`src/pei_mul.sv`:
```
`default_nettype none
module pei_mul (
  input  wire logic               clk,
  input  wire logic signed [32:0] a,
  input  wire logic signed [32:0] b,
  output logic signed [63:0]      p_r
);
  logic signed [65:0] full;

  assign full = a * b;

  always_ff @(posedge clk) begin
    p_r <= full[63:0];
  end
endmodule
`default_nettype wire

```
`config.mk`:
```
export PLATFORM = sky130hd
export DESIGN_NAME = pei_mul
export DESIGN_NICKNAME = d
export VERILOG_FILES = /design/src/pei_mul.sv
export SDC_FILE = /design/constraint.sdc
export NUM_CORES = 2
export LEC_CHECK = 0
export ABC_AREA = 1
export BUFFER_PORTS_ARGS = -buffer_cell sky130_fd_sc_hd__buf_2
export CAP_MARGIN = 5
export CORE_ASPECT_RATIO = 0.5
export CORE_MARGIN = 2
export CORE_UTILIZATION = 35
export DETAILED_ROUTE_END_ITERATION = 8
export PLACE_DENSITY = 0.6
export RECOVER_POWER = 50
export SLEW_MARGIN = 20
export SYNTH_ARGS = -nofsm -noshare
export SYNTH_HDL_FRONTEND = slang
export SYNTH_SLANG_ARGS = --single-unit
```
`constraint.sdc`:
```
create_clock -name clk -period 10.16 [get_ports clk]
set_input_delay 0.508 -clock clk [delete_from_list [all_inputs] [get_ports clk]]
set_output_delay 0.508 -clock clk [all_outputs]
set_load 0.1 [all_outputs]
```
=== Yosys cells after proc, flatten, opt, wreduce, memory -nomap -nowiden ===
Index checks and enable logic that the tools add are counted.
Widths: inputs -> output; s select.

* Input port bits: 67
* Flip-flop bits (word level): 64
* Output and inout bits: 64
* Logic and storage cells: 2

* Multipliers: 1

{| class="wikitable"
|+ Operators by type and width
! cell !! count
|-
| $mul 33x33->64 || 1
|}

=== Logic depth before layout (Yosys ltp) ===
* Depth after elaboration: 1
* Mapped depth: 32
* Gate-level depth less buffers: 30

=== Worst setup path after synthesis ===
Ideal clock, no wire load.

* Path kind: input -> register
* Start: in a[32]
* End: reg p_r[50]
* Cell stages on the path: 26
* Library setup time: 0.113 ns
* Arrival: 7.357 ns
* Buffers on the path: 2
* Data required time: 10.047 ns
* Setup slack: 2.690 ns
* Path through: clkbuf_1 -> clkbuf_1 -> nand2_1 -> inv_1 -> fa_1 -> fa_1 -> fa_1 -> inv_1 -> fa_1 -> inv_1 -> fa_1 -> fa_1 -> fa_1 -> inv_1 -> fa_1 -> inv_1 -> ha_1 -> nand2_1 -> nor2_1 -> inv_1 -> nor3_2 -> nand2_1 -> nor3_2 -> nand2_1 -> nand4_1 -> nand2_1

* Word-level cells in the longest chain between the ends: 1

{| class="wikitable"
|+ Ends and longest elaborated chain
! what !! RTL line !! source
|-
| from (decl) || 4 || <nowiki>input wire logic signed [32:0] a,</nowiki>
|-
| $mul 33x33->64 || 10 || <nowiki>assign full = a * b;</nowiki>
|-
| named net full[50] || 8 || <nowiki>logic signed [65:0] full;</nowiki>
|-
| to (signal assigned) || 13 || <nowiki>p_r <= full[63:0];</nowiki>
|-
| to (decl) || 6 || <nowiki>output logic signed [63:0] p_r</nowiki>
|}

The timed path passes the listed nets, and every way through them passes these cells.

=== Worst setup path after layout ===
* Start: in a[32]
* End: reg p_r[55]

The elaborated chain is that of the path after synthesis.

==> impl_results.rst <==
.. list-table::
   :header-rows: 1

   * - Metric
     - Value
   * - Final WL
     - 119 mm
   * - Number of global-route vias before repair
     - 33664
   * - Height of the chip
     - 249 um
   * - Run status
     - finished, final reports clean
   * - Number of clock buffers inserted by TritonCTS
     - 9
   * - Global-route wire length before repair
     - 192 mm
   * - RSZ-0062 raised after global routing
     - no
   * - Maximum fanout along the worst path
     - 33
   * - Mux share of post-synthesis cell area
     - 0
   * - Setup-violating endpoint count in the final report
     - 0
   * - Clock period minus worst slack
     - 8090 ps
   * - Drt pass-1 iters
     - 5
   * - Avg Synthesized Cell Area
     - 7.86 sq um
   * - Share of the synthesized area in the top cell type
     - 0.536
   * - Top-level port count
     - 131
   * - Chip Width
     - 494 um
   * - Max clock buf depth
     - 2
   * - Final setup margin
     - 2070 ps
   * - Flop and latch count out of synthesis
     - 64
   * - Total number of nets in the final design
     - 6664
   * - Htree depth
     - 3
   * - PortBufs
     - 130
   * - Data arrival time of the worst path
     - 8380 ps
   * - Synth Area in Compound Gates
     - 0.0186
   * - Floorplan core area
     - 118000 sq um
   * - Cell area after layout
     - 44200 sq um
   * - Initial antenna violation count
     - 13
   * - Post-Synth Simple-Gate Area
     - 0.160
   * - Arithmetic-cell share of the synthesized area counting full adders, half adders and majority gates
     - 0.599
   * - Effective utilization at floorplan
     - 0.355
   * - Via count
     - 31467
   * - Worst slew slack as a fraction of its limit
     - 0.0624
   * - Leading register cell type out of synthesis
     - dfxtp_1
   * - Aggregate global routing overflow
     - 0
   * - Setup Fix Bufs, Post-CTS
     - 0
   * - Number of max-capacitance violations reported
     - 0
   * - Total nets after synthesis
     - 6753
   * - WS Path Type
     - primary input to flip-flop
   * - Placement-stage cell area
     - 43900 sq um
   * - Sequential fraction of the synthesis area
     - 0.0305
   * - Weighted congestion reported at the end of routability-driven placement
     - 0.969
   * - HPWL after detailed placement
     - 103 mm
   * - Required time of the worst setup path
     - 10450 ps
   * - Clock tree from TritonCTS
     - built
   * - Final core utilization
     - 0.373
   * - Post-route clock period utilization
     - 0.797
   * - Setup slack after placement
     - 1820 ps
   * - Total of cells resized after clock tree synthesis
     - 0
   * - 1st-iter DRT viols
     - 2405
   * - Cell count of the worst hold path
     - 4
   * - Crit path largest cell delay
     - 890 ps
   * - Number of nets with antenna violations after routing
     - 0
   * - Hold WC Path Type
     - primary input to flip-flop
   * - Max Slew Vio Count
     - 0
   * - Layout fillers
     - 12469
   * - Highest clock frequency the design can meet
     - 124 MHz
   * - Top cell types by occurrence after synthesis
     - 1799 x inv_1, 1431 x nand2_1, 1125 x fa_1
   * - Area Overhead vs Synth
     - 5.17%
   * - Layout cell share with drive strength beyond 1
     - 0.0321
   * - Startpoint types
     - primary input
   * - Post-synth EDFFs
     - 0
   * - Instance count of the mapped netlist
     - 5349
   * - Number of clock sinks
     - 64
   * - Total standard cell area after synthesis
     - 42000 sq um
   * - Register name with the most flops
     - p_r
   * - Synth top area cells
     - fa_1 54%, inv_1 16%, nand2_1 13%
   * - Share of synthesized flip-flops with an asynchronous set or reset
     - 0
   * - Sum of negative setup slack
     - 0 ps
   * - Clock Root Buffer
     - clkbuf_16
   * - Clock Pin Slew Worst Setup and Hold Paths
     - 60 ps
   * - Dominant cell by count in the synthesized netlist
     - inv_1
   * - Largest net degree at the start of global routing
     - 36
   * - WL per Instance
     - 17.3 um
   * - Die Area
     - 123000 sq um
   * - Cell row count
     - 89
   * - Count of endpoints failing hold in the final timing report
     - 0
   * - Yosys cell types
     - 32
   * - Hold-fix buffer count after cts
     - 0
   * - Final routed DRC violation total
     - 0
   * - Biggest area consumer among synthesized cells
     - fa_1
   * - Total track usage
     - 0.201
   * - Most prevalent standard cell on the critical path
     - fa_1
   * - Dominant combinational cell family by area after synthesis
     - adder cells
   * - Xor/xnor cell area share of the yosys netlist
     - 0.00750
   * - Critical path capture point type
     - flip-flop
   * - Synth warn
     - 0
   * - Top Registers
     - p_r: 64 flops
   * - Post-detailed-route via-to-cell ratio
     - 4.58
   * - Transition time of the tightest slew-check pin
     - 1410 ps
   * - CP max-delay cell
     - fa_1
   * - Number of flip-flops under the largest register name
     - 64
[worst paths after layout]
path              slack (ps)   from  endpoint
setup / recovery        2070  a[32]   p_r[55]
hold / removal           810   b[0]    p_r[0]
[cells by family after synthesis]
| logic type | count (synthesis) |
|---|---|
| simple gates | 1706 |
| flops | 64 |
| buf+inv | 2063 |
| compound gates | 143 |
| fa+ha+maj | 1337 |
| xor+xnor | 36 |
[area by class of cell]
type | instances | area, sq um | area share
diodes | 11 | 27.5 | 0.000623
inverters | 1800 | 6760 | 0.153
well taps | 1592 | 1990 | 0.0451
clock inverters | 7 | 100 | 0.00226
flip-flops and latches | 64 | 1280 | 0.0290
repair buffers | 163 | 816 | 0.0185
clock buffers | 9 | 225 | 0.00509
multi-input cells | 3222 | 33000 | 0.747
[critical path: cells and delay by family]
| family | cells | cell delay (ps) |
|---|---|---|
| fa+ha+maj | 9 | 4890 |
| buf+inv | 7 | 1590 |
| simple gates | 9 | 1380 |
[cells in the final DEF (no fill, tap or decap), types with 2 or more instances in the layout]
| cell type | count |
|---|---|
| a21o_1 | 5 |
| nor3_2 | 4 |
| nand3b_1 | 2 |
| buf_2 | 67 |
| nor2_1 | 129 |
| o21ai_0 | 35 |
| fa_1 | 1124 |
| ha_1 | 212 |
| diode_2 | 11 |
| dfxtp_1 | 64 |
| o21ai_1 | 7 |
| bufinv_16 | 2 |
| xor2_1 | 31 |
| or2_2 | 6 |
| nand2_1 | 1431 |
| nand2_2 | 14 |
| buf_4 | 32 |
| nand4_1 | 20 |
| o21bai_1 | 18 |
| nand3_2 | 6 |
| inv_6 | 3 |
| a21oi_1 | 75 |
| nor2_4 | 2 |
| clkbuf_16 | 9 |
| xnor2_1 | 5 |
| nor2_2 | 17 |
| nand3_1 | 66 |
| inv_1 | 1799 |
| clkbuf_1 | 64 |
| nor3_1 | 6 |
[per-layer routing]
metal | share of wire | global-route usage
met4 | 0.029 | 0.0541
met1 | 0.43 | 0.278
met3 | 0.074 | 0.0356
met2 | 0.47 | 0.325
met5 | 0.00033 | 0.00232
[per-stage QoR]
stage | std cells | hold WS (ps)
finish | 6868 | 813
global route | 6867 | 794
CTS | 6857 | 774
floorplan | 5349 | 772
global placement | 6841 | 1060
detailed placement | 6841 | 1060
Power is left out: the tool's default activity adds up to more than one toggle a clock period on the data nets, which glitch-free logic cannot reach.
